<file path="config.mk">
export PLATFORM = sky130hd
export DESIGN_NAME = prime_removing_stream_filter_top_flat
export DESIGN_NICKNAME = d
export VERILOG_FILES = /design/src/rtl/core/prs_pkg.sv /design/src/rtl/core/prs_if.sv /design/src/rtl/core/prs_rem_unit.sv /design/src/rtl/core/prs_ctrl.sv /design/src/rtl/core/prime_removing_stream_filter_top.sv /design/src/flat_wrapper.sv
export SDC_FILE = /design/constraint.sdc
export NUM_CORES = 1
export LEC_CHECK = 0
export ABC_AREA = 1
export BUFFER_PORTS_ARGS = -buffer_cell sky130_fd_sc_hd__buf_2
export CAP_MARGIN = 10
export CELL_PAD_IN_SITES_DETAIL_PLACEMENT = 1
export CELL_PAD_IN_SITES_GLOBAL_PLACEMENT = 1
export CORE_ASPECT_RATIO = 2
export CORE_UTILIZATION = 46
export CTS_CLUSTER_DIAMETER = 50
export DETAILED_ROUTE_END_ITERATION = 10
export PLACE_DENSITY = 0.79
export SLEW_MARGIN = 5
export SYNTH_ARGS = -nofsm -noshare
export SYNTH_HDL_FRONTEND = slang
export SYNTH_SLANG_ARGS = --single-unit
</file>
<file path="constraint.sdc">
create_clock -name clk -period 5.3 [get_ports clk]
set_input_delay 0.53 -clock clk [delete_from_list [all_inputs] [get_ports clk]]
set_output_delay 0.53 -clock clk [all_outputs]
set_load 0.01 [all_outputs]
</file>
<file path="src/rtl/core/prs_pkg.sv">
// Shared types and constants of the prime-removing stream filter.
`timescale 1ns / 1ps

package prs_pkg;

  localparam int VAL_W     = 32;
  localparam int U_W       = VAL_W - 1;
  localparam int DIV_W     = 16;
  localparam int SQ_W      = 32;
  localparam int REM_STEPS = U_W;
  localparam int STEP_W    = $clog2(REM_STEPS);
  localparam int MAX_ITEMS = 1024;
  localparam int IDX_W     = 10;
  localparam int CNT_W     = 11;

  typedef struct packed {
    logic             start;
    logic [U_W-1:0]   dividend;
    logic [DIV_W-1:0] divisor;
  } rem_req_t;

  typedef struct packed {
    logic done;
    logic zero;
  } rem_rsp_t;

  typedef struct packed {
    logic valid;
    logic prime;
  } verdict_t;

  typedef enum logic [3:0] {
    ST_IDLE  = 4'b0001,
    ST_CHECK = 4'b0010,
    ST_DIV   = 4'b0100,
    ST_DONE  = 4'b1000
  } ctrl_state_t;

endpackage

</file>
<file path="src/rtl/core/prs_if.sv">
// Request and result channel interfaces of the prime-removing stream filter.
`timescale 1ns / 1ps

interface prs_in_if;
  logic        valid;
  logic        ready;
  logic signed [prs_pkg::VAL_W-1:0] value;
  logic        last;

  modport source (output valid, output value, output last, input ready);
  modport sink   (input valid, input value, input last, output ready);
endinterface

interface prs_out_if;
  logic        valid;
  logic        ready;
  logic signed [prs_pkg::VAL_W-1:0] value_out;
  logic        keep;
  logic [prs_pkg::IDX_W-1:0] write_index;
  logic [prs_pkg::CNT_W-1:0] kept_count;
  logic        last_out;

  modport source (output valid, output value_out, output keep, output write_index,
                  output kept_count, output last_out, input ready);
  modport sink   (input valid, input value_out, input keep, input write_index,
                  input kept_count, input last_out, output ready);
endinterface

</file>
<file path="src/rtl/core/prs_rem_unit.sv">
// Bit-serial restoring remainder unit: one quotient bit per cycle.
`timescale 1ns / 1ps

module prs_rem_unit (
  input  logic              clk,
  input  logic              rst_n,
  input  prs_pkg::rem_req_t req,
  output prs_pkg::rem_rsp_t rsp
);
  import prs_pkg::*;

  logic              busy_r, busy_nxt;
  logic              done_r, done_nxt;
  logic [STEP_W-1:0] step_r, step_nxt;
  logic [U_W-1:0]    shf_r, shf_nxt;
  logic [DIV_W-1:0]  rem_r, rem_nxt;
  logic [DIV_W-1:0]  dvs_r, dvs_nxt;
  logic [DIV_W:0]    trial;
  logic [DIV_W:0]    diff;

  assign trial = {rem_r, shf_r[U_W-1]};
  assign diff  = trial - {1'b0, dvs_r};

  always_comb begin
    busy_nxt = busy_r;
    done_nxt = 1'b0;
    step_nxt = step_r;
    shf_nxt  = shf_r;
    rem_nxt  = rem_r;
    dvs_nxt  = dvs_r;
    if (req.start) begin
      busy_nxt = 1'b1;
      step_nxt = '0;
      shf_nxt  = req.dividend;
      rem_nxt  = '0;
      dvs_nxt  = req.divisor;
    end else if (busy_r) begin
      shf_nxt = {shf_r[U_W-2:0], 1'b0};
      if (trial >= {1'b0, dvs_r}) begin
        rem_nxt = diff[DIV_W-1:0];
      end else begin
        rem_nxt = trial[DIV_W-1:0];
      end
      if (step_r == STEP_W'(REM_STEPS - 1)) begin
        busy_nxt = 1'b0;
        done_nxt = 1'b1;
      end else begin
        step_nxt = step_r + 1'b1;
      end
    end
  end

  always_ff @(posedge clk) begin
    if (!rst_n) begin
      busy_r <= 1'b0;
      done_r <= 1'b0;
      step_r <= '0;
    end else begin
      busy_r <= busy_nxt;
      done_r <= done_nxt;
      step_r <= step_nxt;
    end
    shf_r <= shf_nxt;
    rem_r <= rem_nxt;
    dvs_r <= dvs_nxt;
  end

  assign rsp.done = done_r;
  assign rsp.zero = (rem_r == '0);

endmodule

</file>
<file path="src/rtl/core/prs_ctrl.sv">
// Trial-division sequencer: steps the divisor and its square, drives the remainder unit.
`timescale 1ns / 1ps

module prs_ctrl (
  input  logic                            clk,
  input  logic                            rst_n,
  input  logic                            item_go,
  input  logic signed [prs_pkg::VAL_W-1:0] item_value,
  input  logic                            out_take,
  output logic                            idle,
  output prs_pkg::verdict_t               verdict,
  output prs_pkg::rem_req_t               rem_req,
  input  prs_pkg::rem_rsp_t               rem_rsp
);
  import prs_pkg::*;

  ctrl_state_t      state_r, state_nxt;
  logic [U_W-1:0]   u_r, u_nxt;
  logic [DIV_W-1:0] d_r, d_nxt;
  logic [SQ_W-1:0]  sq_r, sq_nxt;
  logic             prime_r, prime_nxt;
  logic             small_val;
  logic             rem_start;

  assign small_val = item_value[VAL_W-1] || (item_value[VAL_W-2:1] == '0);

  always_comb begin
    state_nxt = state_r;
    u_nxt     = u_r;
    d_nxt     = d_r;
    sq_nxt    = sq_r;
    prime_nxt = prime_r;
    rem_start = 1'b0;
    case (state_r)
      ST_IDLE: begin
        if (item_go) begin
          u_nxt  = item_value[U_W-1:0];
          d_nxt  = DIV_W'(2);
          sq_nxt = SQ_W'(4);
          if (small_val) begin
            prime_nxt = 1'b0;
            state_nxt = ST_DONE;
          end else begin
            state_nxt = ST_CHECK;
          end
        end
      end
      ST_CHECK: begin
        if (sq_r > {1'b0, u_r}) begin
          prime_nxt = 1'b1;
          state_nxt = ST_DONE;
        end else begin
          rem_start = 1'b1;
          state_nxt = ST_DIV;
        end
      end
      ST_DIV: begin
        if (rem_rsp.done) begin
          if (rem_rsp.zero) begin
            prime_nxt = 1'b0;
            state_nxt = ST_DONE;
          end else begin
            d_nxt     = d_r + 1'b1;
            sq_nxt    = sq_r + SQ_W'({d_r, 1'b1});
            state_nxt = ST_CHECK;
          end
        end
      end
      ST_DONE: begin
        if (out_take) begin
          state_nxt = ST_IDLE;
        end
      end
      default: begin
        state_nxt = ST_IDLE;
      end
    endcase
  end

  always_ff @(posedge clk) begin
    if (!rst_n) begin
      state_r <= ST_IDLE;
    end else begin
      state_r <= state_nxt;
    end
    u_r     <= u_nxt;
    d_r     <= d_nxt;
    sq_r    <= sq_nxt;
    prime_r <= prime_nxt;
  end

  assign idle             = (state_r == ST_IDLE);
  assign verdict.valid    = (state_r == ST_DONE);
  assign verdict.prime    = prime_r;
  assign rem_req.start    = rem_start;
  assign rem_req.dividend = u_r;
  assign rem_req.divisor  = d_r;

endmodule

</file>
<file path="src/rtl/core/prime_removing_stream_filter_top.sv">
// Top level of the prime-removing stream filter: handshakes, kept counter, result register.
//
//  channel  | direction | handshake     | payload
//  in_chan  | sink      | valid / ready | value, last
//  out_chan | source    | valid / ready | value_out, keep, write_index, kept_count, last_out
//
// One request at a time; in_chan.ready is low from acceptance until its result is loaded.
// Values of 1 or less skip trial division; otherwise each trial divisor d (2, 3, ... while
// d*d <= value) takes one pass through the single 31-step remainder unit. A new request
// is taken while a result waits on out_chan.
// Reset (rst_n low, synchronous) clears the kept counter and empties the result register.
`timescale 1ns / 1ps

module prime_removing_stream_filter_top (
  input  logic      clk,
  input  logic      rst_n,
  prs_in_if.sink    in_chan,
  prs_out_if.source out_chan
);
  import prs_pkg::*;

  logic                    ctrl_idle;
  verdict_t                verdict;
  rem_req_t                rem_req;
  rem_rsp_t                rem_rsp;
  logic                    in_acc;
  logic                    load;
  logic                    keep;
  logic signed [VAL_W-1:0] item_value_r;
  logic                    item_last_r;
  logic [CNT_W-1:0]        cnt_r, cnt_nxt;
  logic [CNT_W-1:0]        cnt_new;
  logic [IDX_W-1:0]        widx;
  logic                    out_valid_r, out_valid_nxt;
  logic signed [VAL_W-1:0] out_value_r;
  logic                    out_keep_r;
  logic [IDX_W-1:0]        out_widx_r;
  logic [CNT_W-1:0]        out_cnt_r;
  logic                    out_last_r;

  assign in_chan.ready = ctrl_idle;
  assign in_acc        = in_chan.valid && ctrl_idle;
  assign load          = verdict.valid && (!out_valid_r || out_chan.ready);
  assign keep          = !verdict.prime;

  prs_ctrl u_ctrl (
    .clk        (clk),
    .rst_n      (rst_n),
    .item_go    (in_acc),
    .item_value (in_chan.value),
    .out_take   (load),
    .idle       (ctrl_idle),
    .verdict    (verdict),
    .rem_req    (rem_req),
    .rem_rsp    (rem_rsp)
  );

  prs_rem_unit u_rem (
    .clk   (clk),
    .rst_n (rst_n),
    .req   (rem_req),
    .rsp   (rem_rsp)
  );

  always_comb begin
    widx    = '0;
    cnt_new = cnt_r;
    if (keep) begin
      if (cnt_r >= CNT_W'(MAX_ITEMS)) begin
        widx    = IDX_W'(MAX_ITEMS - 1);
        cnt_new = CNT_W'(MAX_ITEMS);
      end else begin
        widx    = cnt_r[IDX_W-1:0];
        cnt_new = cnt_r + 1'b1;
      end
    end
  end

  always_comb begin
    cnt_nxt       = cnt_r;
    out_valid_nxt = out_valid_r;
    if (out_chan.ready) begin
      out_valid_nxt = 1'b0;
    end
    if (load) begin
      out_valid_nxt = 1'b1;
      cnt_nxt       = item_last_r ? '0 : cnt_new;
    end
  end

  always_ff @(posedge clk) begin
    if (!rst_n) begin
      cnt_r       <= '0;
      out_valid_r <= 1'b0;
    end else begin
      cnt_r       <= cnt_nxt;
      out_valid_r <= out_valid_nxt;
    end
    if (in_acc) begin
      item_value_r <= in_chan.value;
      item_last_r  <= in_chan.last;
    end
    if (load) begin
      out_value_r <= item_value_r;
      out_keep_r  <= keep;
      out_widx_r  <= widx;
      out_cnt_r   <= cnt_new;
      out_last_r  <= item_last_r;
    end
  end

  assign out_chan.valid       = out_valid_r;
  assign out_chan.value_out   = out_value_r;
  assign out_chan.keep        = out_keep_r;
  assign out_chan.write_index = out_widx_r;
  assign out_chan.kept_count  = out_cnt_r;
  assign out_chan.last_out    = out_last_r;

endmodule
</file>
<file path="src/flat_wrapper.sv">
// flat-port wrapper written by rule: the top's interface ports become plain ports
module prime_removing_stream_filter_top_flat import prs_pkg::*;
  (clk, rst_n, in_chan_valid, in_chan_value, in_chan_last, in_chan_ready, out_chan_valid, out_chan_value_out, out_chan_keep, out_chan_write_index, out_chan_kept_count, out_chan_last_out, out_chan_ready);
  prs_in_if in_chan_i ();
  prs_out_if out_chan_i ();
  input  logic clk;
  input  logic rst_n;
  input wire logic [$bits(in_chan_i.valid)-1:0] in_chan_valid;
  input wire logic [$bits(in_chan_i.value)-1:0] in_chan_value;
  input wire logic [$bits(in_chan_i.last)-1:0] in_chan_last;
  output wire logic [$bits(in_chan_i.ready)-1:0] in_chan_ready;
  output wire logic [$bits(out_chan_i.valid)-1:0] out_chan_valid;
  output wire logic [$bits(out_chan_i.value_out)-1:0] out_chan_value_out;
  output wire logic [$bits(out_chan_i.keep)-1:0] out_chan_keep;
  output wire logic [$bits(out_chan_i.write_index)-1:0] out_chan_write_index;
  output wire logic [$bits(out_chan_i.kept_count)-1:0] out_chan_kept_count;
  output wire logic [$bits(out_chan_i.last_out)-1:0] out_chan_last_out;
  input wire logic [$bits(out_chan_i.ready)-1:0] out_chan_ready;
  assign in_chan_i.valid = in_chan_valid;
  assign in_chan_i.value = in_chan_value;
  assign in_chan_i.last = in_chan_last;
  assign in_chan_ready = in_chan_i.ready;
  assign out_chan_valid = out_chan_i.valid;
  assign out_chan_value_out = out_chan_i.value_out;
  assign out_chan_keep = out_chan_i.keep;
  assign out_chan_write_index = out_chan_i.write_index;
  assign out_chan_kept_count = out_chan_i.kept_count;
  assign out_chan_last_out = out_chan_i.last_out;
  assign out_chan_i.ready = out_chan_ready;
  prime_removing_stream_filter_top u_core (.clk(clk), .rst_n(rst_n), .in_chan(in_chan_i), .out_chan(out_chan_i));
endmodule
</file>
==> run summary <==
=====================================================================================
Final cell utilization of the core                                              52.4%
Overall global routing resource usage                                           25.3%
Clk network pwr share                                                           22.7%
Clock tree from TritonCTS                                                        done
Shortest period the worst path allows                                         3180 ps
Async set-or-reset flop fraction in the synthesized netlist                        0%
Detailed-router iteration count before antenna repair                               4
Critical path data arrival time                                               3390 ps
Total count of hold-check failures in the final report                              0
Static Leak                                                                   5.69 nW
I/O pins                                                                           94
Number of nets produced by synthesis                                             1398
Die boundary width                                                             114 um
Summed instance area of the synthesized netlist                           11600 sq um
Number of nets at the end of the flow                                            1494
Internal power consumption                                                    3.73 mW
Data required time of the worst path                                          5510 ps
RR Startpoint                                                            u_core.u_ctrl.state_r[0]
CP Capture Point                                                         u_core.u_ctrl.sq_r[8]
Buf+Inv Stages, Crit Path                                                           2
Worst setup startpoint                                                   u_core.u_ctrl.state_r[0]
Number of synthesized flops with an enable pin                                    184
Combinational power share                                                       32.0%
Post-CTS repair timing setup buffer count                                           0
Vias per cell                                                                    5.34
Global-route wire length before repair                                        49.3 mm
Number of instances resized during post-cts repair                                  0
Final routed DRC violation total                                                    0
Final setup fails                                                                   0
Avg Synthesized Cell Area                                                  9.01 sq um
Total length of routed wires                                                  32.2 mm
Yosys warnings                                                                      0
Reg power frac                                                                  45.3%
Largest net degree at the start of global routing                                  65
Family with the most delay on the worst path                             compound AO/OA/AOI/OAI gates
Port Buffer Count                                                                  93
Worst Reg2Reg Path Length in Cells                                                  6
Maximum number of buffers from clock root to sink                                   3
Worst-Skew Late Latency                                                        520 ps
Via count of the first global-routing pass                                       9877
Count of cell instances traversed by the critical path                              6
Post-synthesis instance total                                                    1291
Switching share of power                                                        39.6%
Cells traversed along the worst timing path                              nor2_1 > nand3_1 > inv_1 > nand2_1 > a21oi_4 > buf_4
Biggest cell delay along the critical path                                     950 ps
Maximum vdd ir drop                                                        0.000311 V
Number of distinct library cells after synthesis                                   40
Worst R2R Setup Slack                                                         2120 ps
Main flop type after synthesis                                               edfxtp_1
Die ar.                                                                   26000 sq um
Number of pins with negative max-slew slack in the final report                     0
Worst Max-Slew Pin Slew                                                       1200 ps
Final setup skew                                                              8.26 ps
Critical path startpoint category                                            register
Maximum Capacitance Violations                                                      0
Hpwl dp                                                                       24.7 mm
DRC marker count from the first detailed-route iteration                          371
Post-detailed-route wirelength per cell                                       18.5 um
Unrepaired setup endpoints after global routing                                 false
Core Box Area                                                             24900 sq um
Path type of the worst min-delay path                                    primary input to register
Smallest setup slack after layout                                             2120 ps
Clock root buffer master                                                    clkbuf_16
Top fanout value on the critical path                                              34
Remaining antenna violation count                                                   0
Initial Util                                                                    46.6%
GPL Wtd Cong                                                                    0.890
Vertical extent of the die                                                     227 um
Highest achievable clock rate                                                 315 MHz
Number of levels the H-tree was split into                                          1
Areal power density over the cells                                        473 nW/um^2
Hold_buf cts                                                                        0
Max-Slew Margin vs Limit                                                        19.5%
Clk sinks                                                                         223
Number of synthesized register bits                                               223
Cell with the biggest individual delay on the critical path                   a21oi_4
Overall overflow remaining after global route                                       0
Cell row count                                                                     82
Clock-pin slew of the registers on the worst-case setup and hold paths          60 ps
Final TNS setup                                                                  0 ps
Vias after detailed routing                                                      9283
Switching pwr                                                                 2.45 mW
Part of the Yosys area used for sequential elements                             54.2%
Antenna violations before repair                                                    0
Post-Place Setup Slack                                                        2080 ps
Area growth, synth to finish                                                    12.4%
Type of the worst setup path                                             register to register
Number of buffers added by the clock tree synthesis step                           21
Result of the run                                                           completed
Critical register-to-register path endpoint                              u_core.u_ctrl.sq_r[8]
# diodes                                                                            0
Fraction of layout instances using a drive strength above 1                     10.8%
Type of element capturing the critical path                                  register
Final worst-path cycle share                                                    60.0%
=====================================================================================
synth_stat cells (all sizes together) (4+ instances only):
cell    instances  area [sq um]
nand3b          5          37.5
o21ai          77           389
nand2         319          1220
edfxtp        184          5530
or2             4          25.0
nor3b           8          60.1
dfxtp          39           781
nor3           27           145
ha             68           851
a21o            4          30.0
xor2            5          43.8
nor2          119           452
clkbuf         11          41.3
nand4          17           106
buf            15          81.3
a21oi         110           558
nand3          63           315
inv           180           676
and2            4          25.0
xnor2           7          61.3
o21a            7          52.6
nor4            6          43.8
placed cells by master (no fill, tap or decap), types with 21 or more instances in the layout:
master and count:
inv_1 177, ha_1 68, edfxtp_1 184, buf_2 93, nand2_1 314, dfxtp_1 39
a21oi_1 107, nor2_1 115, nand3_1 63, nor3_1 25, o21ai_0 74, clkbuf_16 21
how the worst min path moves through the flow:
stage	from	end	slack (ps)	depth (start not counted)
6_report	in_chan_last	u_core.item_last_r	180	1
4_1_cts	in_chan_last	u_core.item_last_r	160	1
3_5_place_dp	u_core.u_ctrl.u_r[28]	u_core.out_chan.value_out[28]	440	0
5_1_grt	in_chan_last	u_core.item_last_r	180	1
3_3_place_gp	u_core.item_value_r[31]	u_core.out_chan.value_out[31]	420	0
2_1_floorplan	u_core.item_value_r[31]	u_core.out_chan.value_out[31]	400	0
area by class of cell:
type / instances / area, sq um
clock buffer: 25 / 541
tap: 336 / 420
fill: 2974 / 11900
inverter: 180 / 676
clock inverter: 13 / 67.6
sequential: 223 / 6310
multi-input combinational: 862 / 4550
timing repair buffer: 99 / 510
metrics by stage:
step                      power [mW]  hold WS [ps]  std cells  cell area, sq um
after floorplan                 4.02           400       1291             11600
after global placement          4.70           421       1700             12500
after detailed placement        4.81           435       1700             12500
after CTS                       6.23           159       1738             13100
after global routing            6.53           176       1738             13100
final                           6.18           185       1738             13100
kinds of logic (layout without fill, tap and decap cells):
group | Yosys count | after routing | share of synthesized area (%)
flops | 223 | 223 | 54.2
compound gates | 207 | 207 | 9.41
buf+inv | 206 | 317 | 6.87
simple gates | 573 | 573 | 20.9
fa+ha+maj | 70 | 70 | 7.66
xor+xnor | 12 | 12 | 0.904
layer usage:
metal	up-vias	part of all wire, %	track usage (%)
met4	0	7.7	19.1
met2	170	59	51.7
met3	109	2.0	2.33
met1	4493	32	21.4
li1	4511	-	-
met5	-	0	0
sequential cells by signal, summed over array words and instances (netlist names):
signal                       flops
u_core.cnt_r                    11
u_core.item_value_r             21
u_core.out_chan.value_out       32
u_core.u_ctrl.u_r               11
u_core.u_ctrl.prime_r            1
u_core.u_rem.done_r              1
u_core.u_rem.step_r              5
u_core.u_rem.busy_r              1
u_core.out_chan.kept_count      11
u_core.u_ctrl.d_r               16
u_core.out_chan.write_index     10
u_core.u_rem.dvs_r              16
u_core.out_chan.last_out         1
u_core.out_chan.keep             1
u_core.item_last_r               1
u_core.u_rem.shf_r              31
u_core.u_rem.rem_r              16
u_core.u_ctrl.state_r            4
u_core.u_ctrl.sq_r              32
u_core.out_chan.valid            1
power by group through the flow:
| stage | sequential, mW | combinational (mW) | clock [mW] |
|---|---|---|---|
| floorplan | 2.67 | 1.35 | 0 |
| global placement | 2.82 | 1.89 | 0 |
| detailed placement | 2.83 | 1.97 | 0 |
| CTS | 2.80 | 2.00 | 1.43 |
| global route | 2.83 | 2.22 | 1.47 |
| finish | 2.80 | 1.98 | 1.40 |
Note: power is estimated with default switching activity, not from simulation.
